## src/design/gennp_pkg.sv

```systemverilog
// Shared types and constants of the group elastic-net penalty block.
// No dependencies.
package gennp_pkg;

   localparam int QUEUE_DEPTH_DEFAULT = 4;
   localparam int ROOT_STEPS = 20;

   localparam logic [15:0] ONE_Q15     = 16'h8000;
   localparam logic [15:0] ALPHA_RESET = 16'h8000;
   localparam logic [39:0] SQ_MAX      = 40'hFF_FFFF_FFFF;
   localparam logic [47:0] TOTAL_MAX   = 48'hFFFF_FFFF_FFFF;

   typedef struct packed {
      logic signed [15:0] coefficient;
      logic [15:0]        group_weight;
      logic               end_of_group;
      logic               end_of_row;
   } req_type;

   typedef struct packed {
      logic [47:0] penalty;
      logic        saturated;
   } rsp_type;

   // One closed group handed from the front to the back.
   typedef struct packed {
      logic [39:0] square_sum;
      logic [15:0] weight;
      logic        end_of_row;
      logic        overflow;
   } job_type;

endpackage

```

## src/design/gennp_fifo.sv

```systemverilog
// Small job queue between the front and back parts.
// Depends on gennp_pkg for the job type.
module gennp_fifo #(
   parameter int DEPTH = gennp_pkg::QUEUE_DEPTH_DEFAULT
) (
   input  logic              clock,
   input  logic              reset,
   input  logic              push,
   input  gennp_pkg::job_type push_job,
   output logic              full,
   input  logic              pop,
   output gennp_pkg::job_type pop_job,
   output logic              empty
);

   localparam int IDX_W = (DEPTH > 1) ? $clog2(DEPTH) : 1;
   localparam int CNT_W = $clog2(DEPTH + 1);

   gennp_pkg::job_type mem_ff [DEPTH];
   logic [IDX_W-1:0] wr_ptr_ff, wr_ptr_in;
   logic [IDX_W-1:0] rd_ptr_ff, rd_ptr_in;
   logic [CNT_W-1:0] count_ff, count_in;
   logic             do_push, do_pop;

   assign full    = (count_ff == CNT_W'(DEPTH));
   assign empty   = (count_ff == '0);
   assign do_push = push && !full;
   assign do_pop  = pop && !empty;
   assign pop_job = mem_ff[rd_ptr_ff];

   always_comb begin
      wr_ptr_in = wr_ptr_ff;
      rd_ptr_in = rd_ptr_ff;
      count_in  = count_ff;
      if (do_push) begin
         wr_ptr_in = (wr_ptr_ff == IDX_W'(DEPTH - 1)) ? '0 : wr_ptr_ff + 1'b1;
      end
      if (do_pop) begin
         rd_ptr_in = (rd_ptr_ff == IDX_W'(DEPTH - 1)) ? '0 : rd_ptr_ff + 1'b1;
      end
      if (do_push && !do_pop) begin
         count_in = count_ff + 1'b1;
      end else if (do_pop && !do_push) begin
         count_in = count_ff - 1'b1;
      end
   end

   always_ff @(posedge clock) begin
      if (reset) begin
         wr_ptr_ff <= '0;
         rd_ptr_ff <= '0;
         count_ff  <= '0;
      end else begin
         wr_ptr_ff <= wr_ptr_in;
         rd_ptr_ff <= rd_ptr_in;
         count_ff  <= count_in;
      end
   end

   always_ff @(posedge clock) begin
      if (do_push) begin
         mem_ff[wr_ptr_ff] <= push_job;
      end
   end

endmodule

```

## config.mk

```make
export PLATFORM = sky130hd
export DESIGN_NAME = gennp_fifo
export DESIGN_NICKNAME = d
export VERILOG_FILES = /design/src/design/gennp_pkg.sv /design/src/design/gennp_fifo.sv
export SDC_FILE = /design/constraint.sdc
export NUM_CORES = 1
export LEC_CHECK = 0
export BUFFER_PORTS_ARGS = -buffer_cell sky130_fd_sc_hd__buf_2
export CORE_UTILIZATION = 30
export CTS_CLUSTER_DIAMETER = 150
export DETAILED_ROUTE_END_ITERATION = 16
export PLACE_DENSITY = 0.49
export REMOVE_ABC_BUFFERS = 1
export SYNTH_ARGS = -nofsm -noshare
export SYNTH_HDL_FRONTEND = slang
export SYNTH_SLANG_ARGS = --single-unit
```

## constraint.sdc

```tcl
create_clock -name clock -period 6.7 [get_ports clock]
set_input_delay 1.005 -clock clock [delete_from_list [all_inputs] [get_ports clock]]
set_output_delay 1.005 -clock clock [all_outputs]
set_load 0.1 [all_outputs]
```

==> results of run 1 <==
-- cells by family after synthesis --
kind of cell / after synthesis / synth area share, %
adders and majority gates: 7 / 1.07
AOI/OAI and AO/OA: 7 / 0.508
muxes: 60 / 15.0
xor gates and xnor gates: 2 / 0.198
DFF: 241 / 80.6
buffers and inverters: 20 / 1.68
and+or+nand+nor: 16 / 0.960
-- cell type report --
class	count	share of cell area, %
flip-flops and latches	241	66.6
multi-input cells	92	14.8
clock buffers	33	6.50
repair buffers	122	5.71
well taps	384	4.47
clock inverters	16	1.68
inverters	5	0.186
diodes	3	0.0699
-- registers in the layout (all words and copies together) (netlist names), named ones only --
name,count
rd_ptr_ff,2
mem_ff,232
count_ff,3
wr_ptr_ff,2
-- power breakdown --
group | switching, µW | internal, µW
logic | 1410 | 364
clock network | 566 | 892
registers | 99.9 | 1830
total | 2080 | 3080
-- layer usage --
metal | global-route usage (%) | vias to the layer above | part of all wire, % | wire length (µm)
met3 | 3.24 | 30 | 6.4 | 1090
met1 | 14.8 | 2072 | 43 | 7380
met5 | 0 | - | 0 | 0
met4 | 3.40 | 0 | 2.7 | 460
li1 | - | 1786 | - | -
met2 | 18.6 | 130 | 48 | 8150
-- worst max-delay path, cell delays in order, from the launching register on --
cell and delay (ps):
dfxtp_4 730, buf_4 680, mux4_2 610, buf_2 310
-- stage by stage --
| stage | power [µW] | hold WS, ps | worst slack (ps) | area [µm²] | cells |
|---|---|---|---|---|---|
| 3_5_place_dp | 3770 | 474 | 3180 | 9860 | 844 |
| 4_1_cts | 5240 | 482 | 2610 | 10700 | 893 |
| 2_1_floorplan | 3450 | 456 | 2280 | 8740 | 338 |
| 6_report | 5160 | 479 | 2820 | 10700 | 896 |
| 3_3_place_gp | 3750 | 476 | 3190 | 9860 | 844 |
| 5_1_grt | 5350 | 502 | 2540 | 10700 | 893 |
-- placed cells by master (no fill, tap or decap) --
cell type and n:
edfxtp_1 232, buf_2 121, mux4_2 58, clkbuf_16 27
dfxtp_1 7, clkinv_2 6, ha_1 6, clkbuf_1 6
clkinv_1 5, inv_1 4, nor2_1 4, and3_4 4
bufinv_16 4, diode_2 3, a21oi_1 3, nor3_1 2
xor2_1 2, nand3_1 2, or3_1 2, mux2i_1 2
o21ai_0 2, dfxtp_4 2, or3b_1 1, o31ai_1 1
o31ai_2 1, nand2_1 1, fa_1 1, inv_6 1
clkinvlp_4 1, buf_4 1
-- worst max path at each step --
stage / from / slack, ps / end / depth (start not counted)
global placement: flip-flop / 3190 / pop_job[27] / 3
finish: flip-flop / 2820 / pop_job[33] / 3
CTS: flip-flop / 2610 / pop_job[27] / 3
global route: flip-flop / 2540 / pop_job[27] / 3
detailed placement: flip-flop / 3180 / pop_job[27] / 3
floorplan: flip-flop / 2280 / pop_job[0] / 1
==> out/results.ini, run 1 <==
[outcome]
status = completed

[die]
die_h_um = 174
chipWidth_um = 174
core_area_um2 = 28900
initial_core_util_pct = 30.7
num_rows = 62
ios = 122
die_area_um2 = 30200

[routing]
drc = 0
firstDrtPassIters = 4
drt_iter0_drc = 267
detailroute.via_count = 4018
wire_per_inst_um = 19.1
vias_per_cell = 4.48
wirelength_um = 17100
postRouteAntennaNets = 0

[logic_synthesis]
ys.flop_type = edfxtp_1
syn_inst = 353
netlist_top_cells_area = edfxtp_1 79%, mux4_2 15%, dfxtp_1 2.0%, ha_1 0.85%, buf_12 0.68%
synth_cell_types = 26
syn-cell-area_um2 = 8860
ys_seq_area_share_pct = 80.6
synth_commonest_cells = 232 x edfxtp_1, 58 x mux4_2, 9 x dfxtp_1
synth.most_common_cell = edfxtp_1
synth_top_cell_area_share_pct = 78.6
yosys.area.top_type = edfxtp_1
async_flop_share_pct = 0
syn_avg_cell_area_um2 = 25.1
yosysWarnings = 0
synth_edf_count = 232
ys_ff_latch = 241

[clock_tree]
path_clk_slew_ps = 60
insertion_delay_ps = 520
cts_buffers = 27
cts_resized = 0
cts_buffer_depth = 3
htree_levels = 1
cts_tree = done
clock-root-buffer = clkbuf_16
post_cts_buffers = 0
hold_buffers = 0
cts.sinks = 241

[timing]
layout_min_cycle_time_ps = 3880
hold_viol = 0
worst_pin_slew_ps = 994
clock_skew_ps = 13.5
finalMaxSlewViolations = 0
fin_crit_sh_pct = 57.9
grt_setup_unrepaired = false
slew_headroom_pct = 33.8
setup_viol = 0
clock.fmax_ghz = 0.258
tns_ps = 0

[setup_path]
worst_ep_required_time_ps = 5690
reg2reg_depth = 9
cp-start-kind = flip-flop
critPathCaptureType = primary output
r2r_end = count_ff[2]$_SDFFE_PP0P_
arrival_ps = 2880
reg2reg_from = count_ff[0]$_SDFFE_PP0P_
r2r_setup_slack_ps = 4250
crit_type = reg -> out
worstPathMaxFanout = 32

[finish]
syn_to_final_growth_pct = 21.2
regArea_um2 = 7150
drive_gt1_share_pct = 44.4
final_util_pct = 37.2
multi_input_area_um2 = 1590
final_nets = 558
fillCellCount = 2676

[power]
vdd_drop_max_mv = 0.309
p_per_area_nw_per_um2 = 480
p_leak_uw = 0.00357

[global_route]
grt_max_degree = 59
grt.overflow.total = 0
grt_pass1_vias = 4436
track_usage_pct = 11.4
grt_pass1_wl_um = 26100
antenna_found_initial = 1

[run]
drv_cap = 0

[hold_path]
min_from = rd_ptr_ff[0]$_SDFFE_PP0P_
hold_depth = 2
hp-class = reg -> reg

[placement]
dp_hpwl_um = 9100
gp_congestion = 0.666
io_buffers = 121

(Power assumes the default switching activity.)
==> run 2, diff against run 1 <==
==> constraint.sdc (replaced) <==
create_clock -name clock -period 3.75 [get_ports clock]
set_input_delay 0.5625 -clock clock [delete_from_list [all_inputs] [get_ports clock]]
set_output_delay 0.5625 -clock clock [all_outputs]
set_load 0.1 [all_outputs]
==> run 2 against run 1 <==
Global-route usage up 0.23 points. Worst setup slack worse by 2100 ps. Critical path depth unchanged. Clock skew down 5.9 ps. Routed wire length up 0.40%. Sequential power up 78%. Core utilization down 0.16 points. Highest routed layer unchanged.
==> out/results.ini, run 2 (synthesis gave the netlist of run 1 again) <==
[outcome]
status = completed

[placement]
placed_cell_area_um2 = 9880  ; +0.20%
gp_congestion = 0.660  ; -0.83%
io_buffers = 121  ; unchanged
dp_hpwl_um = 9280  ; +2.0%

[global_route]
grt_pass1_wl_um = 26900  ; +2.9%
grt.overflow.total = 0  ; unchanged
track_usage_pct = 11.6  ; +0.23 points
grt_max_degree = 59  ; unchanged
antenna_found_initial = 1  ; unchanged
grt_pass1_vias = 4671  ; +5.3%

[timing]
hold_viol = 0  ; unchanged
worst_pin_slew_ps = 1010  ; +18.5 ps
finalMaxSlewViolations = 0  ; unchanged
whs_ps = 250  ; -229 ps
grt_setup_unrepaired = false
clock_skew_ps = 7.66  ; -5.88 ps
clock.fmax_ghz = 0.332
setup_viol = 0  ; unchanged
slew_headroom_pct = 32.5  ; -1.2 points
fin_crit_sh_pct = 80.2
layout_min_cycle_time_ps = 3010

[routing]
firstDrtPassIters = 4  ; unchanged
detailroute.via_count = 4059  ; +1.0%
wirelength_um = 17100  ; +0.40%
wire_per_inst_um = 19.2  ; +0.74%
drt_iter0_drc = 258  ; -3.4%
postRouteAntennaNets = 0  ; unchanged
vias_per_cell = 4.55  ; +1.4%
drc = 0  ; unchanged

[setup_path]
cp_cell_sequence = buf_4, mux4_2, buf_2
crit_type = reg -> out
cp-start-kind = flip-flop
critPathTopFamily = flip-flops
worst_ep_required_time_ps = 3190  ; -2500 ps
critPathCaptureType = primary output
critPathBufInv = 2  ; unchanged
arrival_ps = 2450  ; -430 ps
cp_slowest_cell = dfxtp_4
r2r_end = count_ff[2]$_SDFFE_PP0P_
r2r_setup_slack_ps = 1250  ; -3000 ps
reg2reg_from = count_ff[0]$_SDFFE_PP0P_
cp_num_cells = 3  ; unchanged
reg2reg_depth = 9  ; unchanged
crit_path_max_incr_delay_ps = 680  ; -50 ps
worstPathMaxFanout = 24  ; -25%

[finish]
reg_top3 = mem_ff (232), count_ff (3)
most-common-layout-cells = 232 x edfxtp_1, 121 x buf_2, 58 x mux4_2, 27 x clkbuf_16
final_util_pct = 37.1  ; -0.16 points
regMostFlops = mem_ff
final_common_cell = edfxtp_1
drive_gt1_share_pct = 44.1  ; -0.31 points
final_nets = 558  ; unchanged
largest_reg_flops = 232  ; unchanged
fin_area_um2 = 10700  ; -0.44%
syn_to_final_growth_pct = 20.6

[hold_path]
min_from = push_job[11]
hp-class = in -> reg
hold_depth = 1  ; -1
whs_endpoint = mem_ff[2][11]$_DFFE_PP_

[clock_tree]
cts_tree = done
cts_resized = 0  ; unchanged
insertion_delay_ps = 520  ; about the same
cts.sinks = 241  ; unchanged
cts_buffers = 26  ; -3.7%
htree_levels = 1  ; unchanged
post_cts_buffers = 0  ; unchanged
hold_buffers = 0  ; unchanged
path_clk_slew_ps = 60  ; about the same
clock-root-buffer = clkbuf_16
cts_buffer_depth = 3  ; unchanged

[power]
vdd_drop_max_mv = 0.350  ; +13%
p_leak_uw = 0.00354  ; -0.75%
p_per_area_nw_per_um2 = 846  ; +76%

[die]
ios = 122  ; unchanged
core_area_um2 = 28900  ; unchanged
die_area_um2 = 30200  ; unchanged
chipWidth_um = 174  ; unchanged
num_rows = 62  ; unchanged
initial_core_util_pct = 30.7  ; unchanged
die_h_um = 174  ; unchanged

[run]
drv_cap = 0  ; unchanged

[run 2: area by class of cell]
| cell class | instances | area, µm² |
|---|---|---|
| sequential | 241 | 7150 |
| antenna | 1 | 2.50 |
| multi-input combinational | 92 | 1590 |
| fill | 2687 | 18200 |
| clock inverter | 13 | 114 |
| inverter | 5 | 20.0 |
| timing repair buffer | 123 | 633 |
| clock buffer | 34 | 702 |
| tap | 384 | 480 |
[run 2: how the worst max path moves through the flow]
stage | start | to
after floorplan | flip-flop | pop_job[0]
after CTS | flip-flop | pop_job[32]
after global placement | flip-flop | pop_job[0]
final | flip-flop | pop_job[32]
after detailed placement | flip-flop | pop_job[32]
after global routing | flip-flop | pop_job[32]
[run 2: worst register-to-register path, stage by stage (launching register included)]
cell      delay [ps]
dfxtp_1          450
or3b_1           320
clkinv_2         140
nor2_1           190
ha_1             240
inv_1             70
fa_1             380
xor2_1           190
or3_1            320
a21oi_1          140
[run 2: where the power goes]
group / switching, µW / internal [µW]
logic: 2520 / 665
clock network: 979 / 1450
registers: 172 / 3260
[run 2: metal layers]
metal  wire length [µm]  track usage, %
met5                  0               0
met4                422            3.44
met3               1050            3.26
met2               8580            20.1
met1               7090            14.2
[run 2: through the flow]
step / TNS [ps] / power, µW / worst slack, ps / cells
finish: 0 / 9050 / 742 / 893
global route: 0 / 9390 / 561 / 892
CTS: 0 / 9200 / 606 / 892
detailed placement: 0 / 6740 / 1190 / 845
global placement: 0 / 6710 / 1210 / 845
floorplan: -13260 / 6170 / -229 / 338
