File: src/design/gennp_pkg.sv
// Shared types and constants of the group elastic-net penalty block.
// No dependencies.
package gennp_pkg;

   localparam int QUEUE_DEPTH_DEFAULT = 4;
   localparam int ROOT_STEPS = 20;

   localparam logic [15:0] ONE_Q15     = 16'h8000;
   localparam logic [15:0] ALPHA_RESET = 16'h8000;
   localparam logic [39:0] SQ_MAX      = 40'hFF_FFFF_FFFF;
   localparam logic [47:0] TOTAL_MAX   = 48'hFFFF_FFFF_FFFF;

   typedef struct packed {
      logic signed [15:0] coefficient;
      logic [15:0]        group_weight;
      logic               end_of_group;
      logic               end_of_row;
   } req_type;

   typedef struct packed {
      logic [47:0] penalty;
      logic        saturated;
   } rsp_type;

   // One closed group handed from the front to the back.
   typedef struct packed {
      logic [39:0] square_sum;
      logic [15:0] weight;
      logic        end_of_row;
      logic        overflow;
   } job_type;

endpackage

File: src/design/gennp_front.sv
// Front part: takes coefficient beats, accumulates the group's sum of squares
// and queues one job per closed group. Depends on gennp_pkg.
module gennp_front (
   input  logic               clock,
   input  logic               reset,
   input  logic               req_valid,
   output logic               req_ready,
   input  gennp_pkg::req_type  req_data,
   input  logic               queue_full,
   output logic               push,
   output gennp_pkg::job_type  push_job
);

   logic [39:0] sum_ff, sum_in;
   logic        grp_ovf_ff, grp_ovf_in;
   logic [16:0] mag;
   logic [33:0] square;
   logic [40:0] sum_ext;
   logic        carry;
   logic [39:0] new_sum;
   logic        new_ovf;
   logic        accept;
   logic        closes;

   assign req_ready = !queue_full;
   assign accept    = req_valid && req_ready;
   assign closes    = req_data.end_of_group || req_data.end_of_row;

   always_comb begin
      // magnitude of the most negative code is 2^15, which still fits in 16 bits
      mag = req_data.coefficient[15] ? (17'd0 - {1'b1, req_data.coefficient})
                                     : {1'b0, req_data.coefficient};
      square  = 34'(mag) * 34'(mag);
      sum_ext = {1'b0, sum_ff} + 41'(square);
      carry   = sum_ext[40];
      new_sum = carry ? gennp_pkg::SQ_MAX : sum_ext[39:0];
      new_ovf = grp_ovf_ff || carry;

      sum_in     = sum_ff;
      grp_ovf_in = grp_ovf_ff;
      if (accept) begin
         if (closes) begin
            sum_in     = '0;
            grp_ovf_in = 1'b0;
         end else begin
            sum_in     = new_sum;
            grp_ovf_in = new_ovf;
         end
      end
   end

   assign push                = accept && closes;
   assign push_job.square_sum = new_sum;
   assign push_job.weight     = req_data.group_weight;
   assign push_job.end_of_row = req_data.end_of_row;
   assign push_job.overflow   = new_ovf;

   always_ff @(posedge clock) begin
      if (reset) begin
         sum_ff     <= '0;
         grp_ovf_ff <= 1'b0;
      end else begin
         sum_ff     <= sum_in;
         grp_ovf_ff <= grp_ovf_in;
      end
   end

endmodule

File: config.mk
export PLATFORM = sky130hd
export DESIGN_NAME = gennp_front
export DESIGN_NICKNAME = d
export VERILOG_FILES = /design/src/design/gennp_pkg.sv /design/src/design/gennp_front.sv
export SDC_FILE = /design/constraint.sdc
export NUM_CORES = 1
export LEC_CHECK = 0
export BUFFER_PORTS_ARGS = -buffer_cell sky130_fd_sc_hd__buf_2
export CORE_ASPECT_RATIO = 1.2
export CORE_MARGIN = 2
export CORE_UTILIZATION = 62
export DETAILED_ROUTE_END_ITERATION = 12
export PLACE_DENSITY_LB_ADDON = 0.2
export REMOVE_ABC_BUFFERS = 1
export SLEW_MARGIN = 20
export SYNTH_ARGS = -nofsm -noshare
export SYNTH_HDL_FRONTEND = slang
export SYNTH_SLANG_ARGS = --single-unit
File: constraint.sdc
create_clock -name clock -period 11 [get_ports clock]
set_input_delay 0 -clock clock [delete_from_list [all_inputs] [get_ports clock]]
set_output_delay 0 -clock clock [all_outputs]
set_load 0.02 [all_outputs]
==> results of run 1 <==
-- layout by cell type, fill, tap and decap left out, types with 16 or more instances in the layout --
master	synthesis	layout
sky130_fd_sc_hd__xnor2_1	31	29
sky130_fd_sc_hd__fa_1	221	221
sky130_fd_sc_hd__conb_1	2	39
sky130_fd_sc_hd__ha_1	115	115
sky130_fd_sc_hd__nor2_1	83	82
sky130_fd_sc_hd__nand2_1	144	144
sky130_fd_sc_hd__a21oi_1	43	43
sky130_fd_sc_hd__a21o_1	16	16
sky130_fd_sc_hd__o21ai_0	19	19
sky130_fd_sc_hd__buf_2	3	65
sky130_fd_sc_hd__dfxtp_1	41	41
sky130_fd_sc_hd__xor2_1	18	18
sky130_fd_sc_hd__a22o_1	30	30
sky130_fd_sc_hd__inv_1	369	369
-- routing by layer --
metal	global-route usage	vias to the layer above
li1	-	4142
met1	0.372	4439
met2	0.542	284
met3	0.0518	67
met4	0.108	0
met5	0	-
-- registers in the layout (all words and copies together), names as in the netlist --
signal      flops
grp_ovf_ff      1
sum_ff         40
-- final cells by class --
class                   instances  area share
multi-input cells             912       0.750
clock inverters                 1    0.000410
clock buffers                   7      0.0125
well taps                     224      0.0230
inverters                     373       0.115
repair buffers                 73      0.0316
flip-flops and latches         41      0.0673
-- logic make-up (layout without fill, tap and decap cells) --
logic type	after synthesis	count (layout)
buf+inv	428	454
fa+ha+maj	336	336
simple gates	308	308
compound gates	168	168
xor+xnor	51	51
flops	41	41
mux	10	10
other cells	2	39
-- final timing paths --
check	endpoint	slack, ns	depth (start not counted)
min reg2reg	sum_ff[21]	0.48	1
min	push_job[10]	0.0003	0
max	push_job[40]	2.02	29
max reg2reg	sum_ff[11]	4.85	18
-- metrics by stage --
stage | util | hold slack (ns) | cells
floorplan | - | 0 | 1326
global placement | 0.662 | 0.000340 | 1623
detailed placement | 0.662 | 0.000340 | 1623
CTS | 0.671 | 0.000340 | 1631
global route | 0.671 | 0.000159 | 1631
finish | 0.671 | 0.000288 | 1631
==> run_results.csv, run 1 <==
group,metric,value,unit
clock_network,cts_repair_resize_count,0,
sta,skew,0.0104,ns
die,die_area,19700,um2
layout,finish.instance_area,12200,um2
status,status,"finished clean",
drt,met3_length,1690,um
clock_network,cts.sink_count,41,
drt,drc_errors,0,
drt,detail_route.vias_per_cell,5.48,
grt,grt_antenna_before_repair,0,
sta,timing.fmax,0.111,GHz
die,width_of_the_die,128,um
sta,relSlewSlack,0.372,
synthesis,post_synth_instance_area,11500,um2
drt,routed_wirelength,28700,um
critical_path,path_max_fanout,35,
grt,first_global_vias,9569,
critical_path,critPathSlowestCell,"sky130_fd_sc_hd__xnor2_1",
sta,post-route-period-util,0.816,
sta,grt_setup_unrepaired,"false",
critical_path,required_worst_endpoint,11.00,ns
sta,final.setup.tns,0,ns
drt,met2_wirelength,14900,um
sta,timing.final.crit_period,8.98,ns
synthesis,largest_family_of_logic_cells_by_synthesized_area,"adder cells",
critical_path,critPathMostFrequentCell,"sky130_fd_sc_hd__inv_1",
synthesis,synth_top_area_share,0.384,
die,boundaryPins,98,
place,gp_congestion,0.938,
critical_path,worstSetupEndpointType,"output port",
clock_network,insertion_delay,0.30,ns
layout,area_growth,5.90,%
layout,register_area,821,um2
place,placed_standard_cell_area,12000,um2
synthesis,yosysUniqueCellTypes,63,
synthesis,ys.flop_type,"sky130_fd_sc_hd__dfxtp_1",
clock_network,cts_htree_levels,2,
critical_path,worst_setup_path_startpoint,"req_data[18]",
synthesis,synth_adder_area_share,0.509,
hold_path,min-delay-path-class,"primary input to output port",
critical_path,r2r_start,"sum_ff[9]",
critical_path,path_delay_family,"adder cells",
drt,highest_layer,"met4",
clock_network,cts.hold.buffers_added,0,
synthesis,synth-edff-count,0,
critical_path,worstPathBufferInverterCount,9,
synthesis,synthDominantAreaCellType,"sky130_fd_sc_hd__fa_1",
layout,fillCellCount,1565,
grt,grt.total_usage,0.305,
sta,setup_ws,2.02,ns
die,die_height,153,um
clock_network,postCtsSetupBuffers,0,
synthesis,synthXorXnorAreaFrac,0.0401,
critical_path,start_kind,"primary input",
grt,grt_max_degree,36,
synthesis,synth_common_cells,"sky130_fd_sc_hd__inv_1 (369), sky130_fd_sc_hd__fa_1 (221), sky130_fd_sc_hd__nand2_1 (144)",
synthesis,synthTopCellsByArea,"sky130_fd_sc_hd__fa_1 (38%), sky130_fd_sc_hd__ha_1 (12%), sky130_fd_sc_hd__inv_1 (12%)",
drt,drt.antenna.violating_nets,0,
synthesis,post_synth_and_or_nand_nor_area_fraction,0.118,
drt,detailedRoute.firstIterationViolations,577,
sta,timing_max_transition_violations_final,0,
sta,report.final.setup_viol,0,
place,dp_worst_setup_slack,1.99,ns
clock_network,cts_buffers,5,
synthesis,muxShareOfSynthArea,0.00891,
synthesis,syn_avg_cell_area,8.57,um2
die,placeableCoreArea,18200,um2
synthesis,synth-compound-area-share,0.104,
critical_path,crit_type,"primary input to output port",
critical_path,arrival,8.98,ns
place,dp.final_hpwl,24600,um
synthesis,synth.ff_latch_count,41,
place,io_buffers,65,
layout,antenna_cell_count,0,
synthesis,library_cell_with_the_highest_instance_count_after_synthesis,"sky130_fd_sc_hd__inv_1",
sta,actual_slew_at_the_worst_max_slew_pin,0.938,ns
grt,grt_first_pass_wirelength,46700,um
drt,post_drt_wl_per_cell,17.6,um
layout,drive_gt1_frac,0.0732,
clock_network,cts.path.max_buffers,2,
drt,num_vias,8932,
grt,grt-ovfl-total,0,
drt,wl_met1,11000,um
synthesis,synth-async-reset-ratio,0,
layout,final_nets,1780,
die,floorplan.initialDensity,0.633,
layout,multi_input_area,9150,um2
hold_path,hold_path.startpoint,"req_data[10]",
clock_network,clock_tree_from_tritoncts,"yes",
synthesis,seq_area_frac_synth,0.0713,
critical_path,crit_path_max_incr_delay,0.74,ns
job,max_cap_violations,0,
die,std_cell_rows,54,
synthesis,synth_cells,1344,
synthesis,ys_warn_count,0,
sta,hold_viol_final,0,
clock_network,clockRootBuffer,"sky130_fd_sc_hd__clkbuf_16",
drt,first_pass_iters,5,
Power of run 1 is left out: the tool's default activity adds up to more than one toggle a clock period on the data nets, which glitch-free logic cannot reach.
==> run 2, diff against run 1 <==
Settings changed: CORE_UTILIZATION 62 to 57.
Clock period 11 ns to 7.5 ns, I/O delays scaled along.
==> run 2 against run 1 <==
Non-clock buffer count up 72. Critical path depth rose by 1. Global-route usage shrank 2.6 points. Final cell count rose by 6.7%. Via count is 3.1% higher. Critical path type unchanged. Critical endpoint is now push_job[51]. Highest routed layer unchanged.
==> run_results.csv, run 2 (synthesized netlist as in run 1, its figures left out) <==
group,metric,value,unit
hold_path,hold_end,"push_job[10]",
hold_path,hold_path.startpoint,"req_data[10]",
clock_network,insertion_delay,0.30,ns
critical_path,required_worst_endpoint,7.50,ns
hold_path,min-delay-path-class,"primary input to output port",
grt,grt.total_usage,0.280,
critical_path,path_depth,30,
status,status,"finished clean",
drt,routed_wirelength,28800,um
layout,mostFrequentLayoutCell,"sky130_fd_sc_hd__inv_1",
clock_network,clock_tree_from_tritoncts,"yes",
layout,fin_cells,1740,
sta,post-route-period-util,0.975,
sta,report.final.setup_viol,0,
grt,grt_first_pass_wirelength,47300,um
die,width_of_the_die,134,um
critical_path,worstPathBufferInverterCount,11,
hold_path,holdPathStages,0,
critical_path,crit_path_max_incr_delay,0.50,ns
critical_path,start_kind,"primary input",
critical_path,arrival,7.32,ns
layout,drive_gt1_frac,0.158,
clock_network,cts.path.max_buffers,2,
drt,post_drt_wl_per_cell,16.6,um
sta,grt_setup_unrepaired,"true",
die,std_cell_rows,56,
layout,final_nets,1852,
critical_path,crit_type,"primary input to output port",
sta,hold_viol_final,0,
grt,grtUsageMet3,0.0470,
layout,antenna_cell_count,0,
critical_path,crit_reg_reg_endpoint,"sum_ff[10]",
drt,first_pass_iters,5,
grt,grt_use_met1,0.341,
sta,skew,0.00418,ns
sta,setup_ws,0.184,ns
die,floorplan.initialDensity,0.585,
layout,multi_input_area,9460,um2
layout,finish.instance_area,13100,um2
critical_path,path_delay_family,"adder cells",
drt,detail_route.vias_per_cell,5.29,
place,dp.final_hpwl,24400,um
clock_network,clockRootBuffer,"sky130_fd_sc_hd__clkbuf_16",
clock_network,cts_htree_levels,2,
die,die_area,21400,um2
die,boundaryPins,98,
place,placed_cells_incl_taps,1712,
layout,largest_registers,"sum_ff (40), grp_ovf_ff (1)",
critical_path,r2r_start,"sum_ff[10]",
grt,grt-ovfl-total,0,
sta,timing.final.crit_period,7.32,ns
layout,mostFrequentLayoutCells,"sky130_fd_sc_hd__inv_1 (364), sky130_fd_sc_hd__fa_1 (216), sky130_fd_sc_hd__nand2_1 (137), sky130_fd_sc_hd__ha_1 (106), sky130_fd_sc_hd__nor2_1 (79)",
grt,grt_max_degree,34,
drt,drc_errors,0,
clock_network,cts_buffers,5,
die,placeableCoreArea,19700,um2
critical_path,critPathMostFrequentCell,"sky130_fd_sc_hd__fa_1",
place,dp_worst_setup_slack,-0.132,ns
critical_path,r2r_setup_slack,1.87,ns
die,die_height,160,um
job,max_cap_violations,0,
layout,largest_register_ff_count,40,
critical_path,critPathSlowestCell,"sky130_fd_sc_hd__fa_1",
drt,drt.antenna.violating_nets,0,
clock_network,cts.sink_count,41,
layout,area_growth,14.0,%
sta,timing.fmax,0.137,GHz
layout,registers.top_by_ff_count,"sum_ff",
critical_path,path_max_fanout,5,
grt,met2_global_route_usage,0.491,
drt,detailedRoute.firstIterationViolations,451,
critical_path,worstSetupEndpointType,"output port",
drt,num_vias,9208,
place,io_buffers,65,
sta,relSlewSlack,0.359,
layout,fillCellCount,1656,
place,gp_congestion,0.911,
grt,grt_antenna_before_repair,0,
layout,register_area,821,um2
sta,actual_slew_at_the_worst_max_slew_pin,0.954,ns
critical_path,r2r.worst_path.cells,20,
sta,timing_max_transition_violations_final,0,
grt,first_global_vias,9917,
grt,grt.busiest_layer,"met2",
place,placed_standard_cell_area,12500,um2
[run 2: how the worst max path moves through the flow]
stage | slack [ns] | endpoint | start
detailed placement | -0.13 | sum_ff[35] | req_data[19]
global placement | -0.08 | sum_ff[35] | req_data[19]
finish | 0.18 | push_job[51] | req_data[23]
floorplan | 0.10 | sum_ff[22] | req_data[19]
global route | -0.13 | push_job[51] | req_data[23]
CTS | 0.03 | push_job[52] | req_data[19]
[run 2: area by class of cell]
| cell class | count | area share |
|---|---|---|
| clock buffers | 8 | 0.0104 |
| multi-input cells | 912 | 0.721 |
| inverters | 373 | 0.107 |
| well taps | 261 | 0.0249 |
| repair buffers | 145 | 0.0745 |
| flip-flops and latches | 41 | 0.0625 |
[run 2: timing repair]
| item | 4_1_cts | 5_1_grt |
|---|---|---|
| pin swaps | 3 | 44 |
| endpoints found under the hold margin | 0 | 0 |
| buffers inserted | 5 | 15 |
| gates resized for setup | 8 | 81 |
| setup endpoints to repair | 9 | 79 |
| hold buffers | 0 | 0 |
[run 2: per-stage QoR]
stage          TNS (ns)   util  hold WS [ns]
3_5_place_dp      -2.40  0.633      0.000340
5_1_grt          -0.679  0.667      0.000159
3_3_place_gp     -0.162  0.633      0.000340
2_1_floorplan         0      -             0
6_report              0  0.667      0.000184
4_1_cts               0  0.644      0.000340
[run 2: routing by layer]
layer,part of all wire,wire [um]
met2,0.51,14800
met1,0.39,11200
met5,0,0
met4,0.042,1210
met3,0.057,1630
Power of run 2 is left out for the same reason.
==> run 3, diff against run 2 <==
Settings changed: BUFFER_PORTS_ARGS -buffer_cell sky130_fd_sc_hd__buf_2 to -buffer_cell sky130_fd_sc_hd__buf_4.
==> run 3 against run 2 <==
Clock skew up 0.0047 ns. Utilization shrank 0.29 points. Non-clock buffer count decreased by 17. First-iteration DRC count up 3.8%. Clock-buffer cell count fell by 1. Critical endpoint is now push_job[56].
==> run_results.csv, run 3 (synthesized netlist as in run 1, its figures left out) <==
group,metric,value,unit
status,status,"finished clean",
drt,detail_route.vias_per_cell,5.32,
hold_path,hold_path.startpoint,"req_data[11]",
place,io_buffers,65,
layout,antenna_cell_count,0,
hold_path,hold_end,"push_job[11]",
grt,grt_antenna_before_repair,0,
sta,timing_max_transition_violations_final,0,
hold_path,holdPathStages,0,
clock_network,clockRootBuffer,"sky130_fd_sc_hd__clkbuf_16",
sta,hold_viol_final,0,
clock_network,cts.path.max_buffers,2,
sta,post-route-period-util,0.968,
sta,skew,0.00890,ns
layout,registers.top_by_ff_count,"sum_ff",
drt,detailedRoute.firstIterationViolations,468,
clock_network,clock_tree_from_tritoncts,"yes",
drt,first_pass_iters,5,
place,placed_cells_incl_taps,1701,
critical_path,crit_type,"primary input to output port",
critical_path,crit_reg_reg_endpoint,"sum_ff[0]",
die,floorplan.initialDensity,0.585,
layout,multi_input_area,9310,um2
clock_network,cts_buffers,5,
critical_path,crit_path_max_incr_delay,0.52,ns
grt,grt_first_pass_wirelength,47100,um
sta,final.setup.tns,0,ns
critical_path,path_max_fanout,7,
drt,drc_errors,0,
job,max_cap_violations,0,
sta,relSlewSlack,0.478,
sta,timing.fmax,0.138,GHz
clock_network,insertion_delay,0.29,ns
place,gp_congestion,0.920,
layout,mostFrequentLayoutCells,"sky130_fd_sc_hd__inv_1 (367), sky130_fd_sc_hd__fa_1 (219), sky130_fd_sc_hd__nand2_1 (141), sky130_fd_sc_hd__buf_4 (121), sky130_fd_sc_hd__ha_1 (108)",
hold_path,min-delay-path-class,"primary input to output port",
critical_path,worst_setup_path_startpoint,"req_data[19]",
critical_path,critPathSlowestCell,"sky130_fd_sc_hd__fa_1",
clock_network,cts.sink_count,41,
critical_path,worstSetupEndpointType,"output port",
layout,fin_cells,1723,
critical_path,r2r_start,"sum_ff[10]",
layout,register_area,821,um2
critical_path,r2r.worst_path.cells,21,
layout,final_nets,1835,
critical_path,r2r_setup_slack,1.89,ns
drt,post_drt_wl_per_cell,16.8,um
grt,grt.total_usage,0.278,
clock_network,cts.hold.buffers_added,0,
critical_path,required_worst_endpoint,7.50,ns
layout,fillCellCount,1681,
layout,area_growth,13.5,%
die,width_of_the_die,134,um
drt,drt.antenna.violating_nets,0,
sta,actual_slew_at_the_worst_max_slew_pin,0.784,ns
place,dp.final_hpwl,24400,um
drt,routed_wirelength,29000,um
die,boundaryPins,98,
sta,timing.final.crit_period,7.26,ns
die,std_cell_rows,56,
sta,report.final.setup_viol,0,
layout,mostFrequentLayoutCell,"sky130_fd_sc_hd__inv_1",
critical_path,start_kind,"primary input",
critical_path,critPathMostFrequentCell,"sky130_fd_sc_hd__fa_1",
layout,largest_registers,"sum_ff (40), grp_ovf_ff (1)",
die,die_area,21400,um2
drt,num_vias,9174,
clock_network,cts_htree_levels,2,
grt,first_global_vias,9727,
sta,grt_setup_unrepaired,"true",
layout,drive_gt1_frac,0.131,
critical_path,arrival,7.26,ns
grt,grt-ovfl-total,0,
die,placeableCoreArea,19700,um2
grt,grt_max_degree,34,
layout,largest_register_ff_count,40,
die,die_height,160,um
## run 3: changes by cell type in the layout (fill, tap and decap cells not counted), sizes merged
cell    change
bufinv      +1
buf        -18
## run 3: final cells by class
type                            count  area share
Clock buffer                        7      0.0109
Clock inverter                      1     0.00230
Inverter                          373       0.107
Multi-Input combinational cell    912       0.712
Sequential cell                    41      0.0628
Tap cell                          261      0.0250
Timing Repair Buffer              128      0.0793
## run 3: worst max path at each step
| stage | end | depth (start not counted) |
|---|---|---|
| after floorplan | sum_ff[22] | 27 |
| after global placement | push_job[57] | 28 |
| after detailed placement | sum_ff[39] | 29 |
| after CTS | push_job[36] | 29 |
| after global routing | push_job[56] | 34 |
| final | push_job[56] | 30 |
## run 3: critical path: cells and delay by family
kind,cells,cell delay [ns]
AO/OA/AOI/OAI,4,0.86
XOR/XNOR,2,0.30
adder cells (fa/ha/maj),7,3.12
buffers and inverters,8,0.82
multiplexers,1,0.33
AND/OR/NAND/NOR,8,1.79
## run 3: through the flow
stage          instance area, um2  hold slack (ns)  worst slack (ns)   util
5_1_grt                     13100         0.000159           -0.0167  0.664
3_3_place_gp                12600         0.000340            0.0199  0.637
4_1_cts                     12700         0.000340           0.00566  0.647
2_1_floorplan               11400                0             0.100      -
6_report                    13100         0.000323             0.237  0.664
3_5_place_dp                12600         0.000340           -0.0416  0.637
## run 3: repair_timing
| item | CTS | global route |
|---|---|---|
| pin swaps | 1 | 20 |
| resized for setup | 4 | 43 |
| setup endpoints to repair | 4 | 76 |
| buffers inserted | 0 | 13 |
| cloned | 0 | 1 |
## run 3: layer usage
| layer | vias up | part of all wire | GRT usage |
|---|---|---|---|
| met1 | 4575 | 0.39 | 0.351 |
| met5 | - | 0 | 0 |
| li1 | 4275 | - | - |
| met2 | 267 | 0.52 | 0.484 |
| met4 | 0 | 0.035 | 0.0977 |
| met3 | 57 | 0.057 | 0.0416 |
Power of run 3 is left out for the same reason.
